$ cat src/rtl/rstoi_pkg.sv
// Shared types, codes and tables of the radix string to integer converter.
// No dependencies; every other file imports this package.
`timescale 1ns / 1ps
`default_nettype none

package rstoi_pkg;

  localparam int CHAR_W  = 8;
  localparam int VALUE_W = 32;
  localparam int ACC_W   = 33;
  localparam int SUM_W   = 37;
  localparam int COUNT_W = 6;
  localparam int CFG_W   = 3;

  localparam logic [1:0] RADIX_BIN = 2'd0;
  localparam logic [1:0] RADIX_OCT = 2'd1;
  localparam logic [1:0] RADIX_DEC = 2'd2;
  localparam logic [1:0] RADIX_HEX = 2'd3;

  localparam logic [2:0] TYPE_BYTE   = 3'd0;
  localparam logic [2:0] TYPE_SSHORT = 3'd1;
  localparam logic [2:0] TYPE_USHORT = 3'd2;
  localparam logic [2:0] TYPE_SLONG  = 3'd3;
  localparam logic [2:0] TYPE_ULONG  = 3'd4;

  localparam logic [1:0] RADIX_RESET = RADIX_DEC;
  localparam logic [2:0] TYPE_RESET  = TYPE_SLONG;

  localparam logic CFG_RADIX = 1'b0;
  localparam logic CFG_TYPE  = 1'b1;

  localparam logic [CHAR_W-1:0] CHAR_PLUS  = 8'h2B;
  localparam logic [CHAR_W-1:0] CHAR_MINUS = 8'h2D;
  localparam logic [CHAR_W-1:0] CHAR_SPACE = 8'h20;

  typedef struct packed {
    logic       zero;
    logic       blank;
    logic       plus;
    logic       minus;
    logic       dec;
    logic       hex_letter;
    logic [3:0] dval;
    logic       last;
  } char_class_t;

  function automatic logic [COUNT_W-1:0] digit_limit(input logic [1:0] radix,
                                                     input logic [2:0] ttype);
    logic wide;
    logic narrow;
    wide   = (ttype == TYPE_SLONG) || (ttype == TYPE_ULONG);
    narrow = (ttype == TYPE_BYTE);
    unique case (radix)
      RADIX_BIN: digit_limit = narrow ? 6'd8 : (wide ? 6'd32 : 6'd16);
      RADIX_OCT: digit_limit = narrow ? 6'd3 : (wide ? 6'd9 : 6'd6);
      RADIX_DEC: digit_limit = narrow ? 6'd3 : (wide ? 6'd10 : 6'd5);
      RADIX_HEX: digit_limit = narrow ? 6'd2 : (wide ? 6'd8 : 6'd4);
      default:   digit_limit = '0;
    endcase
  endfunction

  function automatic logic [ACC_W-1:0] type_bound(input logic [2:0] ttype);
    unique case (ttype)
      TYPE_BYTE:   type_bound = 33'd255;
      TYPE_SSHORT: type_bound = 33'd32767;
      TYPE_USHORT: type_bound = 33'd65535;
      TYPE_SLONG:  type_bound = 33'd2147483647;
      TYPE_ULONG:  type_bound = 33'd4294967295;
      default:     type_bound = '0;
    endcase
  endfunction

endpackage

`default_nettype wire

$ cat src/rtl/rstoi_queue.sv
// Short queue of classified characters between the front and back ends.
// Depends on rstoi_pkg for the entry type.
`timescale 1ns / 1ps
`default_nettype none

module rstoi_queue
  import rstoi_pkg::*;
#(
  parameter int DEPTH = 2
) (
  input  wire logic        clk,
  input  wire logic        rst,
  input  wire logic        push,
  input  wire char_class_t push_data,
  output      logic        full,
  input  wire logic        pop,
  output      logic        head_valid,
  output      char_class_t head
);

  localparam int PTR_W = (DEPTH > 1) ? $clog2(DEPTH) : 1;
  localparam int CNT_W = $clog2(DEPTH + 1);
  localparam logic [PTR_W-1:0] LAST_PTR = PTR_W'(DEPTH - 1);
  localparam logic [CNT_W-1:0] FULL_CNT = CNT_W'(DEPTH);

  char_class_t      entries [DEPTH];
  logic [PTR_W-1:0] wr_ptr;
  logic [PTR_W-1:0] rd_ptr;
  logic [CNT_W-1:0] count;
  logic             do_push;
  logic             do_pop;

  assign full       = (count == FULL_CNT);
  assign head_valid = (count != '0);
  assign head       = entries[rd_ptr];
  assign do_push    = push && !full;
  assign do_pop     = pop && head_valid;

  always_ff @(posedge clk) begin
    if (do_push) begin
      entries[wr_ptr] <= push_data;
    end
  end

  always_ff @(posedge clk) begin
    if (rst) begin
      wr_ptr <= '0;
      rd_ptr <= '0;
      count  <= '0;
    end else begin
      if (do_push) begin
        wr_ptr <= (wr_ptr == LAST_PTR) ? '0 : wr_ptr + 1'b1;
      end
      if (do_pop) begin
        rd_ptr <= (rd_ptr == LAST_PTR) ? '0 : rd_ptr + 1'b1;
      end
      if (do_push && !do_pop) begin
        count <= count + 1'b1;
      end else if (do_pop && !do_push) begin
        count <= count - 1'b1;
      end
    end
  end

endmodule

`default_nettype wire

$ cat config.mk
export PLATFORM = sky130hd
export DESIGN_NAME = rstoi_queue
export DESIGN_NICKNAME = d
export VERILOG_FILES = /design/src/rtl/rstoi_pkg.sv /design/src/rtl/rstoi_queue.sv
export SDC_FILE = /design/constraint.sdc
export NUM_CORES = 1
export LEC_CHECK = 0
export BUFFER_PORTS_ARGS = -buffer_cell sky130_fd_sc_hd__buf_4
export CAP_MARGIN = 20
export CORE_ASPECT_RATIO = 0.75
export CORE_MARGIN = 2
export CORE_UTILIZATION = 40
export CTS_BUF_LIST = sky130_fd_sc_hd__clkbuf_16
export DETAILED_ROUTE_END_ITERATION = 8
export PLACE_DENSITY_LB_ADDON = 0.1
export SETUP_SLACK_MARGIN = 0.15
export SYNTH_ARGS = -nofsm -noshare
export SYNTH_HDL_FRONTEND = slang
export SYNTH_SLANG_ARGS = --single-unit
$ cat constraint.sdc
create_clock -name clk -period 2.1 [get_ports clk]
set_clock_uncertainty 0.15 [all_clocks]
set_input_delay 0.21 -clock clk [delete_from_list [all_inputs] [get_ports clk]]
set_output_delay 0.21 -clock clk [all_outputs]
set_load 0.01 [all_outputs]
==> After elaboration in Yosys (flattened, before gate mapping) <==
Memory sizes are Yosys's and may differ from the RTL's. A register that Yosys moved wholly into a read port is not among the register bits.
Index checks and enable logic that the tools add are counted.
{ "totals": {"register_bits": 4, "latch_bits": 0, "ram_bits": 22, "rom_bits": 0, "in_bits": 15, "output_inout_bits": 13, "elab_cells": 26, "n_memories": 1} }
{ "mem_list": {"columns": ["memory", "words", "width", "rd", "rd_ports_with_merged_regs", "write_ports", "line", "source"], "rows": [
  ["entries", 2, 11, 1, 1, 1, "rstoi_queue.sv:26", "char_class_t entries [DEPTH];"]
]} }
{ "classes": {"add_sub_neg": 4, "mul": 0, "n_div": 0, "n_lt_le_gt_ge": 0, "n_eq_ne": 1, "shift": 0, "n_mux": 8, "bitwise_logic": 0, "n_reduce_logical": 9} }
{ "op_table": {"columns": ["operator", "n"], "rows": [
  ["two-way mux 1 bit", 6],
  ["logical AND 1 bit", 4],
  ["two-way mux 2 bit", 2],
  ["nonzero test 2 bit", 2],
  ["logical NOT 1 bit", 3],
  ["adder 1 bit (second input constant)", 2],
  ["adder 2 x 1 -> 2 bit (second input constant)", 1],
  ["== test 2 bit (second input constant)", 1],
  ["subtractor 2 x 1 -> 2 bit (second input constant)", 1]
]} }

==> Longest topological paths before layout <==
{ "logic_depth": {"ltp_word": 7, "depth_mapped": 6, "mapped_depth_nobuf": 6} }

==> Least setup slack after synthesis <==
OpenSTA, ideal clock, no wires.
{ "synth_timing": {"kind": "register to register", "start": "register count[1]", "end": "register count[1]", "setup_ns": 0.070, "arrival_time_ns": 1.390, "required_time_ns": 1.880, "setup_slack_ns": 0.490, "stages_incl_launch_ff": 6, "path_buffers": 0, "synth_period_minus_slack_ns": 1.610, "path_cell_list": "dfxtp_1 -> nor2b_2 -> nor2_1 -> ha_1 -> or3_1 -> a21oi_1"} }
{ "synth_between": {"elab_chain_cells": 6, "elab_cells_between_ends": 14, "cone_classes": "add/sub: 2; eq/ne: 1; mux: 2; reduce/logical: 9"} }
{ "synth_rtl": {"columns": ["item", "line", "source"], "rows": [
  ["from (decl)", "rstoi_queue.sv:29", "logic [CNT_W-1:0] count;"],
  ["from (signal assigned)", "rstoi_queue.sv:58", "count <= count + 1'b1;"],
  ["from (signal assigned)", "rstoi_queue.sv:60", "count <= count - 1'b1;"],
  ["== test 2 bit (*)", "rstoi_queue.sv:33", "assign full = (count == FULL_CNT);"],
  ["net full", "rstoi_queue.sv:15", "output logic full,"],
  ["logical NOT 1 bit (*)", "rstoi_queue.sv:36", "assign do_push = push && !full;"],
  ["logical AND 1 bit (*)", "rstoi_queue.sv:36", null],
  ["logical NOT 1 bit", "rstoi_queue.sv:59", "end else if (do_pop && !do_push) begin"],
  ["logical AND 1 bit", "rstoi_queue.sv:59", null],
  ["nonzero test 2 bit (no source line)", null, null]
]} }
Mark *: on every way through the listed nets, which the timed path passes. The rest lies on a longest branch. The select of a mux whose other input is x is not followed.
A chain may end at the register's enable or synchronous reset.

==> metrics.cfg <==
[synth]
post_synth_inst_count = 59
yosys.area_share.xor_xnor_pct = 2.60
yosys_most_used_dff = edfxtp_1
synth-compound-area-share_pct = 2.48
yosysUniqueCellTypes = 14
synth_area_leaders = edfxtp_1, mux2_2, dfxtp_1
synth_edf_count = 22
synth.most_common_cell = edfxtp_1
yosys.area.top_type_share_pct = 65.4
synthDominantAreaCellType = edfxtp_1
async_flop_share_pct = 0
post_synth_and_or_nand_nor_area_fraction_pct = 4.83
post_synth_most_frequent_cells = edfxtp_1, mux2_2, dfxtp_1, nor2_1
combinational_family_with_the_most_area_after_synthesis = multiplexers
post_syn_nets = 75
syn_avg_cell_area_sq_um = 17.1
post_synth_mux_area_share_pct = 12.3
syn-cell-area_sq_um = 1010
yosys_register_bits = 27
synth-seq-area-share_pct = 75.3
yosys.area_share.adder_pct = 1.24
synthesis.yosys.warnings = 0

[setup_path]
path_cells = mux2_2 > buf_4
worstPathMaxFanout = 11
critical_path.slowest_cell = dfxtp_1
crit_required_ns = 1.74
worst_path_top_cell_family_by_delay = flip-flops
worst_ep_arrival_time_ns = 1.42
setup.worst_path.class = reg -> out
register_to_register_path_setup_slack_ns = 0.39
cp_slowest_stage_delay_ns = 0.62
startpoint_type = flop
cp.buffers_inverters = 1
crit_end_element = output pin

[floorplan]
initial_core_util_pct = 43.0
die_area_sq_um = 2950
die_width_um = 62.0
core.rowCount = 15
core_sq_um = 2350
die-height_um = 47.5
ios = 28

[detailed_routing]
detailedRoute.firstIterationViolations = 10
routed_wl_mm = 1.65
antenna_violating_nets_post_route = 0
wire_per_inst_um = 12.3
drt-vias-per-instance = 4.41
detail_route.drc_violations = 0
vias = 596
detailedRoute.firstPassIterationCount = 3

[clock_tree]
clock_sinks = 27
htree_num_levels = 1
tritoncts = built
clk_root_buffer_cell = clkbuf_16
numCtsBuffers = 3
insertion_delay_ns = 0.25
cts.clk_slew.worst_paths_ns = 0.06
clockBufferDepth = 2
cts_setup_buffers = 0
count_of_cells_resized_by_post_cts_repair = 0

[placement]
numPlacedInstances = 119
gpl.final_weighted_congestion = 0.784
preCtsSetupSlack_ns = 0.368
io_buffers = 27
dp.final_hpwl_mm = 1.13

[global_routing]
grt_usage_pct = 13.4
grt.overflow.total = 0
vias_in_the_first_global_route = 575
grt_antenna_before_repair = 0
wire_length_of_the_first_global_routing_pass_mm = 2.61
grt_start_max_net_pins = 16

[power_and_ir_drop]
leakage_nw = 0.571
vdd.ir_drop.worst_mv = 0.713
fin_total_pwr_mw = 1.63
power.density_nw_per_um2 = 1130

[sta]
tns_ns = 0
max_slew_margin_pct = 62.6
tightest_slew_ns = 0.561
timing.final.crit_share_pct = 84.5
final_count_of_hold_timing_violations = 0
final_max_slew_viol_count = 0
fin_ws_ns = 0.325
grt_setup_unrepaired = false
max_clock_freq_mhz = 563
setup_viol = 0
min_period_ns = 1.78

[run]
max_cap_viol_count = 0

[cells_and_area]
final_cells = 135
flow.area_growth_from_synthesis_pct = 43.6
fraction_of_layout_instances_using_a_drive_strength_above_1_pct = 43.6
antennaDiodeCount = 0
finalNetCount = 118
final_core_util_pct = 61.8

[status]
run_status = finished clean

[hold_path]
timing.hold.worst.class = in -> reg

==> worst register-to-register path, cell delays in order (launching register included) <==
cell	delay (ns)
dfxtp_1	0.43
nor2b_2	0.09
or3_1	0.33
inv_1	0.35
==> through the flow <==
stage	hold slack (ns)	area (sq um)
after global placement	0.247	1250
after CTS	0.196	1450
after global routing	0.225	1450
after detailed placement	0.248	1250
final	0.193	1450
after floorplan	0.129	1010
==> timing repair <==
item                                   4_1_cts  5_1_grt
setup endpoints to repair                    0        0
endpoints found under the hold margin       27        0
hold buffers                                12        0
==> layout make-up <==
class,count,area (sq um)
multi-input combinational,29,236
inverter,2,7.51
timing repair buffer,39,323
fill,181,896
clock buffer,3,75.1
sequential,27,761
tap,34,42.5
clock inverter,1,5.00
==> cell families (layout without fill, tap and decap cells) <==
kind of cell / count (synthesis) / after routing
AOI/OAI and AO/OA: 5 / 5
xor gates and xnor gates: 3 / 3
muxes: 11 / 11
DFF: 27 / 27
and+or+nand+nor: 9 / 9
adders and majority gates: 1 / 1
buffers and inverters: 3 / 45
==> report_power, final <==
group	internal, mW	leakage (nW)	switching (mW)
Combinational	0.269	0.283	0.204
Clock	0.256	0.0409	0.157
Sequential	0.682	0.247	0.0654
==> placed cells by master, fill, tap and decap left out <==
| cell type | n |
|---|---|
| buf_4 | 27 |
| xor2_1 | 3 |
| nor2_1 | 4 |
| a21oi_1 | 2 |
| and2_1 | 1 |
| or2_2 | 1 |
| or3_1 | 2 |
| dfxtp_1 | 5 |
| dlygate4sd3_1 | 12 |
| inv_1 | 2 |
| edfxtp_1 | 22 |
| ha_1 | 1 |
| o21ai_0 | 3 |
| clkinv_2 | 1 |
| nor2b_2 | 1 |
| clkbuf_16 | 3 |
| mux2_2 | 11 |
==> registers in the layout, indices dropped and copies added (netlist names), named ones only <==
signal / flops
rd_ptr: 1
count: 2
entries: 22
wr_ptr: 1
==> metal layers <==
layer	global-route usage, %	share of wire (%)
met5	0	0
met4	5.11	1.1
met3	6.76	5.7
met2	20.6	48
met1	16.4	45
==> final timing paths <==
check                             start                      end  cells after the start
setup / recovery                   flop                  head[3]                      2
hold / removal                     push      wr_ptr$_SDFFE_PP0N_                      4
setup reg to reg  count[0]$_SDFFE_PP0P_  entries[0][4]$_DFFE_PP_                      3
hold reg to reg     wr_ptr$_SDFFE_PP0N_      wr_ptr$_SDFFE_PP0N_                      2
Power figures use the tool's default switching activity.
