### src/rtl/rstoi_pkg.sv
// Shared types, codes and tables of the radix string to integer converter.
// No dependencies; every other file imports this package.
`timescale 1ns / 1ps
`default_nettype none

package rstoi_pkg;

  localparam int CHAR_W  = 8;
  localparam int VALUE_W = 32;
  localparam int ACC_W   = 33;
  localparam int SUM_W   = 37;
  localparam int COUNT_W = 6;
  localparam int CFG_W   = 3;

  localparam logic [1:0] RADIX_BIN = 2'd0;
  localparam logic [1:0] RADIX_OCT = 2'd1;
  localparam logic [1:0] RADIX_DEC = 2'd2;
  localparam logic [1:0] RADIX_HEX = 2'd3;

  localparam logic [2:0] TYPE_BYTE   = 3'd0;
  localparam logic [2:0] TYPE_SSHORT = 3'd1;
  localparam logic [2:0] TYPE_USHORT = 3'd2;
  localparam logic [2:0] TYPE_SLONG  = 3'd3;
  localparam logic [2:0] TYPE_ULONG  = 3'd4;

  localparam logic [1:0] RADIX_RESET = RADIX_DEC;
  localparam logic [2:0] TYPE_RESET  = TYPE_SLONG;

  localparam logic CFG_RADIX = 1'b0;
  localparam logic CFG_TYPE  = 1'b1;

  localparam logic [CHAR_W-1:0] CHAR_PLUS  = 8'h2B;
  localparam logic [CHAR_W-1:0] CHAR_MINUS = 8'h2D;
  localparam logic [CHAR_W-1:0] CHAR_SPACE = 8'h20;

  typedef struct packed {
    logic       zero;
    logic       blank;
    logic       plus;
    logic       minus;
    logic       dec;
    logic       hex_letter;
    logic [3:0] dval;
    logic       last;
  } char_class_t;

  function automatic logic [COUNT_W-1:0] digit_limit(input logic [1:0] radix,
                                                     input logic [2:0] ttype);
    logic wide;
    logic narrow;
    wide   = (ttype == TYPE_SLONG) || (ttype == TYPE_ULONG);
    narrow = (ttype == TYPE_BYTE);
    unique case (radix)
      RADIX_BIN: digit_limit = narrow ? 6'd8 : (wide ? 6'd32 : 6'd16);
      RADIX_OCT: digit_limit = narrow ? 6'd3 : (wide ? 6'd9 : 6'd6);
      RADIX_DEC: digit_limit = narrow ? 6'd3 : (wide ? 6'd10 : 6'd5);
      RADIX_HEX: digit_limit = narrow ? 6'd2 : (wide ? 6'd8 : 6'd4);
      default:   digit_limit = '0;
    endcase
  endfunction

  function automatic logic [ACC_W-1:0] type_bound(input logic [2:0] ttype);
    unique case (ttype)
      TYPE_BYTE:   type_bound = 33'd255;
      TYPE_SSHORT: type_bound = 33'd32767;
      TYPE_USHORT: type_bound = 33'd65535;
      TYPE_SLONG:  type_bound = 33'd2147483647;
      TYPE_ULONG:  type_bound = 33'd4294967295;
      default:     type_bound = '0;
    endcase
  endfunction

endpackage

`default_nettype wire

### src/rtl/rstoi_front.sv
// Front end: classifies each incoming character into flags and a digit value.
// Depends on rstoi_pkg.
`timescale 1ns / 1ps
`default_nettype none

module rstoi_front
  import rstoi_pkg::*;
(
  input  wire logic [CHAR_W-1:0] char_code,
  input  wire logic              last_char,
  output      char_class_t       cls
);

  logic is_dec;
  logic is_upper;
  logic is_lower;

  always_comb begin
    is_dec   = (char_code >= 8'h30) && (char_code <= 8'h39);
    is_upper = (char_code >= 8'h41) && (char_code <= 8'h46);
    is_lower = (char_code >= 8'h61) && (char_code <= 8'h66);
    cls.zero       = (char_code == '0);
    cls.blank      = (char_code == CHAR_SPACE) || ((char_code >= 8'd9) && (char_code <= 8'd13));
    cls.plus       = (char_code == CHAR_PLUS);
    cls.minus      = (char_code == CHAR_MINUS);
    cls.dec        = is_dec;
    cls.hex_letter = is_upper || is_lower;
    cls.last       = last_char;
    if (is_dec) begin
      cls.dval = char_code[3:0];
    end else begin
      cls.dval = char_code[3:0] + 4'd9;
    end
  end

endmodule

`default_nettype wire

### config.mk
export PLATFORM = sky130hd
export DESIGN_NAME = rstoi_front
export DESIGN_NICKNAME = d
export VERILOG_FILES = /design/src/rtl/rstoi_pkg.sv /design/src/rtl/rstoi_front.sv
export SDC_FILE = /design/constraint.sdc
export NUM_CORES = 1
export LEC_CHECK = 0
export BUFFER_PORTS_ARGS = -buffer_cell sky130_fd_sc_hd__buf_2
export CAP_MARGIN = 20
export CORE_AREA = 3 3 40 42
export DETAILED_ROUTE_END_ITERATION = 10
export DIE_AREA = 0 0 43 45
export SLEW_MARGIN = 30
export SYNTH_ARGS = -nofsm -noshare
export SYNTH_HDL_FRONTEND = slang
export SYNTH_SLANG_ARGS = --single-unit
### constraint.sdc
create_clock -name vclk -period 4
set_clock_uncertainty 0.05 [all_clocks]
set_input_delay 0.6 -clock vclk [all_inputs]
set_output_delay 0.6 -clock vclk [all_outputs]
set_load 0.01 [all_outputs]
# --- After elaboration in Yosys (flattened, before gate mapping) ---
# Cells that the tools add are included.
# W data, S select, Z words.
op_classes:
  n_addsub: 1
  n_mul: 0
  n_div: 0
  n_lt_le_gt_ge: 8
  eq_ne: 3
  n_shift: 0
  muxes: 1
  n_bitwise: 0
  reduce_logical: 7
ops:
  columns: ["cell", "count"]
  rows:
  - ["$eq A8 B6 Y1 const B", 3]
  - ["$ge A8 B7 Y1 const B", 2]
  - ["$le A8 B7 Y1 const B", 2]
  - ["$ge A8 B4 Y1 const B", 1]
  - ["$ge A8 B6 Y1 const B", 1]
  - ["$le A8 B4 Y1 const B", 1]
  - ["$le A8 B6 Y1 const B", 1]
  - ["$logic_not A8 Y1", 1]
  - ["$add A4 B4 Y4 const B", 1]
  - ["$logic_and A1 B1 Y1", 4]
  - ["$mux W4", 1]
  - ["$logic_or A1 B1 Y1", 2]
totals:
  regBits: 0
  latch_bits: 0
  mem_bits_rw: 0
  mem_bits_ro: 0
  inputBits: 9
  n_memories: 0

# --- Logic depth before layout (Yosys ltp) ---
# Gate-level depths: netlist (run 1).
logic_depth:
  ltp_word: 3
  ltp_mapped: 5

# --- Worst setup path after synthesis (run 1) ---
# Ideal clock, no wire load.
synth_path:
  kind: "input-to-output"
  startpoint: "input char_code[1]"
  endpoint: "output cls[9] in the netlist's numbering"
  t_arrival_ns: 1.529
  setup_slack_ns: 1.821
  stages: 5
  n_path_buf: 0
  path_cell_list: "inv_1 > ha_1 > a21oi_1 > or3b_1 > a21oi_1"
synth_lines:
  columns: ["item", "line_no", "source"]
  rows:
  - ["start, declared", "rstoi_front.sv:9", "input wire logic [CHAR_W-1:0] char_code,"]
  - ["end, declared", "rstoi_front.sv:11", "output char_class_t cls"]

==> results of run 1 <==
[cells by family after synthesis]
group	synth area share, %
XOR/XNOR	2.77
adder cells (fa/ha/maj)	15.8
AO/OA/AOI/OAI	28.5
AND/OR/NAND/NOR	35.2
buffers and inverters	13.0
multiplexers	4.74
[path summary, 6_finish.rpt]
kind | endpoint | cells after the start | from | slack (ns)
max | cls[2] | 7 | char_code[1] | 1.51
min | cls[0] | 0 | last_char | 1.15
[stage by stage]
stage	power, W	setup slack (ns)	hold WS (ns)	std cells
5_1_grt	0.0000377	1.42	1.15	70
4_1_cts	0.0000342	1.50	1.15	70
3_3_place_gp	0.0000340	1.53	1.15	70
6_report	0.0000339	1.51	1.15	70
3_5_place_dp	0.0000341	1.51	1.15	70
2_1_floorplan	0.0000229	1.82	1.24	41
[power by group]
group	switching (W)	internal [W]
Clock	0	0
Sequential	0	0
Combinational	0.0000185	0.0000153
Total	0.0000185	0.0000153
[metal layers]
layer  GRT usage (%)  vias up
li1                -      176
met1            9.52      154
met2            13.5       10
met3           0.797        0
met4               0        0
met5               0        -
[cell type report]
| class | instances | share of cell area [%] |
|---|---|---|
| Inverter | 3 | 2.85 |
| Multi-Input combinational cell | 34 | 69.6 |
| Tap cell | 15 | 4.75 |
| Timing Repair Buffer | 18 | 22.8 |
[cells in the mapped netlist, drive strengths merged (2+ instances only)]
cell type  count
nor2           4
nand3          2
buf            4
nor3           2
a21oi          6
nor4b          2
ha             4
inv            3
[cell usage in the layout (no fill, tap or decap), types with 2 or more instances in the layout]
| cell | instances |
|---|---|
| nor3_1 | 2 |
| nor4b_1 | 2 |
| buf_2 | 18 |
| nor2_1 | 4 |
| inv_1 | 3 |
| nand3_1 | 2 |
| a21oi_1 | 5 |
| ha_1 | 4 |
==> results_dict.tcl, run 1 <==
set metrics [dict create \
    synthToLayoutAreaGrowth_pct 24.9 \
    synth.avg_cell_area_um2 7.72 \
    top_layer_used "met3" \
    cts_resized 0 \
    synth_seq_area_share_pct 0 \
    met2WireLength_um 338 \
    drt_iter0_markers 4 \
    setup_viol 0 \
    dpl_cell_area_um2 395 \
    drive_gt1_share_pct 40.0 \
    irDropWorstVdd_mv 0.0181 \
    power_density_nw_per_um2 85.7 \
    end_kind "output port" \
    fin_crit_sh_pct 62.1 \
    initial_core_util_pct 24.6 \
    finalCriticalPeriod_ns 2.49 \
    hold_path.class "primary input to output port" \
    holdBufCountCts 0 \
    die-area_um2 1940 \
    core-area_um2 1280 \
    finalMaxSlewViolations 0 \
    syn_area_um2 317 \
    rsz0062_at_grt "no" \
    max_stage_delay_ns 0.31 \
    drtAntennaViolNets 0 \
    critPathSlowestCell "mux2_4" \
    io_pins 20 \
    critPathLaunchType "primary input" \
    multi_input_comb_area_um2 275 \
    dieHeight_um 45 \
    synth.largest_area_cell "ha_1" \
    die_x_um 43 \
    slew_headroom_pct 82.0 \
    hold_violations 0 \
    drc 0 \
    crit_fanout 5 \
    worstSetupPathType "primary input to output port" \
    fillers 149 \
    leakage_nw 0.177 \
    fin_setup_tns_ns 0 \
    grtUsageTotal_pct 7.21 \
    cpLargestDelayFamily "buffers and inverters" \
    wl_met3_um 65 \
    cp_cell_sequence "buf_2 > inv_1 > ha_1 > o21bai_2 > a21oi_4 > mux2_4 > buf_2" \
    worstMarginPinSlew_ns 0.266 \
    fmax_ghz 0.402 \
    fp-row-count 13 \
    nClkBuffers 0 \
    io_buffer_count 18 \
    finalWirelength_um 730 \
    wl_met1_um 326 \
    outcome "completed" \
    synth_cells 41 \
    cap_violations 0 \
    routabilityCongestion 0.702 \
    diodes 0 \
    stdcell_area_um2 395 \
    avgViaCountPerCell 4.86 \
    synthTopCellsByArea "ha_1 (16%), buf_4 (9.5%), nand4bb_4 (8.7%)" \
    synth_top_area_share_pct 15.8 \
    cts_setup_buffers 0 \
    synth_warnings 0 \
    cp.arrival_ns 1.84 \
    seq_cell_count 0 \
    first_pass_iters 2 \
    antenna_found_initial 0 \
    cp_num_buf_inv 3 \
    wl_per_cell_um 10.4 \
    grt_max_degree 13 \
    synth_nets 54 \
    worst_ep_required_time_ns 3.35 \
    fin_util_pct 30.8 \
    grt_pass1_vias 272 \
    grt_pass1_wl_um 1150 \
    num_vias 340 \
    crit_path_frequent_cell "buf_2" \
    seqCellArea_um2 0 \
    final_nets 70 \
    grt_overflow 0 \
    yosysUniqueCellTypes 23 \
    dp_hpwl_um 614 \
]
Power figures use the tool's default switching activity.
==> inputs of run 2 (changes only) <==
Clock period 4 ns to 2.03 ns, I/O delays scaled along.
==> run 2 against run 1 <==
Compared with the run above:
- global-route usage grew 0.66 points
- critical path depth is the same
- cell count is the same
==> results_dict.tcl, run 2 (synthesized netlist as in run 1, its figures left out) <==
set metrics [dict create \
    end_kind "output port" \
    layout_common_cells "buf_2 (18), a21oi_1 (5), nor2_1 (4), ha_1 (4), inv_1 (3)" \
    cts_resized 0 \
    dieHeight_um 45 \
    avgViaCountPerCell 4.64 \
    grt_overflow 0 \
    fmax_ghz 0.526 \
    drt_iter0_markers 6 \
    stdcell_count 70 \
    finalCriticalPeriod_ns 1.90 \
    routabilityCongestion 0.759 \
    drc 0 \
    final_common_cell "buf_2" \
    hold_violations 0 \
    outcome "completed" \
    grt_pass1_vias 286 \
    setup_viol 0 \
    synthToLayoutAreaGrowth_pct 24.9 \
    final_nets 70 \
    slew_headroom_pct 84.2 \
    wl_per_cell_um 10.8 \
    die-area_um2 1940 \
    drive_gt1_share_pct 40.0 \
    finalWirelength_um 759 \
    placed_cells 70 \
    first_pass_iters 4 \
    holdBufCountCts 0 \
    layout_setup_ws_ns 0.129 \
    diodes 0 \
    io_pins 20 \
    dp_hpwl_um 636 \
    finalMaxSlewViolations 0 \
    irDropWorstVdd_mv 0.0512 \
    hold_path.class "primary input to output port" \
    leakage_nw 0.177 \
    seq_cell_count 0 \
    nClkBuffers 0 \
    power_density_nw_per_um2 170 \
    io_buffer_count 18 \
    cp.arrival_ns 1.55 \
    dpl_cell_area_um2 395 \
    worst_ep_required_time_ns 1.68 \
    fin_setup_tns_ns 0 \
    die_x_um 43 \
    fin_crit_sh_pct 93.6 \
    initial_core_util_pct 24.6 \
    antenna_found_initial 0 \
    grtUsageTotal_pct 7.88 \
    worstMarginPinSlew_ns 0.234 \
    fp-row-count 13 \
    core-area_um2 1280 \
    grt_pass1_wl_um 1260 \
    worstSetupPathType "primary input to output port" \
    fin_util_pct 30.8 \
    rsz0062_at_grt "no" \
    seqCellArea_um2 0 \
    critPathLaunchType "primary input" \
    cts_setup_buffers 0 \
    cap_violations 0 \
    num_vias 325 \
    crit_fanout 5 \
    stdcell_area_um2 395 \
    grt_max_degree 13 \
    post-place-ws_ns 0.118 \
    drtAntennaViolNets 0 \
]
## run 2: area by class of cell
class	instances	area, um^2
tap	15	18.8
inverter	3	11.3
timing repair buffer	18	90.1
fill	146	890
multi-input combinational	34	275
## run 2: where the power goes
group	total [W]	internal, W	switching, W
Sequential	0	0	0
Clock	0	0	0
Combinational	0.0000672	0.0000302	0.0000370
Total	0.0000672	0.0000302	0.0000370
## run 2: worst paths after layout
| kind | slack [ns] | startpoint | endpoint | cells past startpoint |
|---|---|---|---|---|
| hold / removal | 0.56 | last_char | cls[0] | 0 |
| setup / recovery | 0.13 | char_code[1] | cls[2] | 7 |
## run 2: per-stage QoR
step / hold slack [ns] / total power (W)
after CTS: 0.559 / 0.0000682
after floorplan: 0.647 / 0.0000451
final: 0.559 / 0.0000672
after global placement: 0.559 / 0.0000672
after detailed placement: 0.559 / 0.0000681
after global routing: 0.559 / 0.0000746
## run 2: worst max-delay path, stage by stage
cell and delay, ns:
buf_2 0.12, inv_1 0.09, ha_1 0.27, o21bai_2 0.13, a21oi_4 0.19, mux2_4 0.31
buf_2 0.14
## run 2: per-layer routing
layer | vias up | share of wire (%) | GRT usage (%)
met1 | 136 | 47 | 11.0
met4 | 0 | 0 | 0
li1 | 179 | - | -
met2 | 10 | 45 | 13.8
met5 | - | 0 | 0
met3 | 0 | 7.6 | 1.20
==> inputs of run 3 (changes only) <==
Clock period 2.03 ns to 1.95 ns, I/O delays scaled along.
==> run 3 against run 2 <==
Compared with the run above:
- clock-buffer cell count unchanged
- worst setup slack worse by 0.027 ns
- via count up 1.8%
- largest power group unchanged
- combinational power up 5.4%
- utilization up 0.39 points
- first-iteration DRC count unchanged
- hold slack worse by 0.024 ns
- sequential share of layout area unchanged
- design area up 1.3%
- die area unchanged
==> results_dict.tcl, run 3 (synthesized netlist as in run 1, its figures left out) <==
set metrics [dict create \
    grt_pass1_vias 283 \
    drt_iter0_markers 6 \
    grt_most_used_layer "met2" \
    fin_crit_sh_pct 94.8 \
    finalWirelength_um 756 \
    fin_util_pct 31.2 \
    synthToLayoutAreaGrowth_pct 26.5 \
    cts_resized 0 \
    cts_setup_buffers 0 \
    dieHeight_um 45 \
    worst_ep_required_time_ns 1.61 \
    antenna_found_initial 0 \
    grt_overflow 0 \
    grt_max_degree 13 \
    drc 0 \
    critPathLaunchType "primary input" \
    crit_path_frequent_cell "buf_2" \
    drtAntennaViolNets 0 \
    routabilityCongestion 0.725 \
    grtUsageTotal_pct 8.05 \
    swShare_pct 54.9 \
    clockPowerShare_pct 0 \
    seq_power_share_pct 0 \
    p_comb_share_pct 100.0 \
    finalMaxSlewViolations 0 \
    use_met3_pct 0.797 \
    setup_viol 0 \
    post-place-ws_ns 0.0592 \
    use_met2_pct 14.4 \
    dp_hpwl_um 660 \
    num_vias 331 \
    p_sw_w 0.0000388 \
    drive_gt1_share_pct 43.6 \
    cp.arrival_ns 1.51 \
    cap_violations 0 \
    io_pins 20 \
    diodes 0 \
    fp-row-count 13 \
    max_stage_delay_ns 0.31 \
    layout_setup_ws_ns 0.102 \
    fmax_ghz 0.541 \
    first_pass_iters 2 \
    avgViaCountPerCell 4.73 \
    rsz0062_at_grt "no" \
    end_kind "output port" \
    die_x_um 43 \
    whs_path_depth 0 \
    leakage_nw 0.174 \
    nClkBuffers 0 \
    outcome "completed" \
    cp_cell_sequence "buf_2 > inv_1 > ha_2 > o21bai_2 > a21oi_4 > mux2_4 > buf_2" \
    grt_pass1_wl_um 1280 \
    core-area_um2 1280 \
    seq_cell_count 0 \
    io_buffer_count 18 \
    holdBufCountCts 0 \
    critPathSlowestCell "mux2_4" \
    hold_violations 0 \
    worstSetupPathType "primary input to output port" \
    final_common_cell "buf_2" \
    finalCriticalPeriod_ns 1.85 \
    wl_per_cell_um 10.8 \
    hold_path.class "primary input to output port" \
    fin_setup_tns_ns 0 \
    p_int_w 0.0000319 \
    layout_common_cells "buf_2 (18), a21oi_1 (5), nor2_1 (4)" \
    use_met1_pct 11.2 \
    die-area_um2 1940 \
    worstMarginPinSlew_ns 0.259 \
    irDropWorstVdd_mv 0.0472 \
    slew_headroom_pct 82.5 \
    seqCellArea_um2 0 \
    initial_core_util_pct 24.6 \
    crit_fanout 5 \
    final_nets 70 \
    power_density_nw_per_um2 177 \
]
run 3: power groups by stage:
stage	Clock [W]	Sequential [W]	Combinational, W
5_1_grt	0	0	0.0000794
4_1_cts	0	0	0.0000712
2_1_floorplan	0	0	0.0000469
3_5_place_dp	0	0	0.0000710
3_3_place_gp	0	0	0.0000703
6_report	0	0	0.0000708
run 3: through the flow:
| stage | hold WS [ns] | area (um^2) | power (W) | std cells |
|---|---|---|---|---|
| global placement | 0.535 | 395 | 0.0000703 | 70 |
| floorplan | 0.623 | 317 | 0.0000469 | 41 |
| finish | 0.535 | 400 | 0.0000708 | 70 |
| global route | 0.535 | 400 | 0.0000794 | 70 |
| detailed placement | 0.535 | 395 | 0.0000710 | 70 |
| CTS | 0.535 | 395 | 0.0000712 | 70 |
run 3: worst paths after layout:
path	from	to	slack, ns
worst max-delay path	char_code[1]	cls[2]	0.10
worst min-delay path	last_char	cls[0]	0.54
run 3: final cells by class:
class,instances,area [um^2]
Fill cell,153,885
Timing Repair Buffer,18,90.1
Inverter,3,11.3
Multi-Input combinational cell,34,280
Tap cell,15,18.8
run 3: metal layers:
metal	up-vias	share of wire, %
li1	177	-
met1	144	43
met2	10	49
met3	0	8.1
met4	0	0
met5	-	0
run 3: critical path: cells and delay by family:
kind | cells | cell delay [ns]
AOI/OAI and AO/OA | 2 | 0.30
adders and majority gates | 1 | 0.24
buffers and inverters | 3 | 0.37
muxes | 1 | 0.31
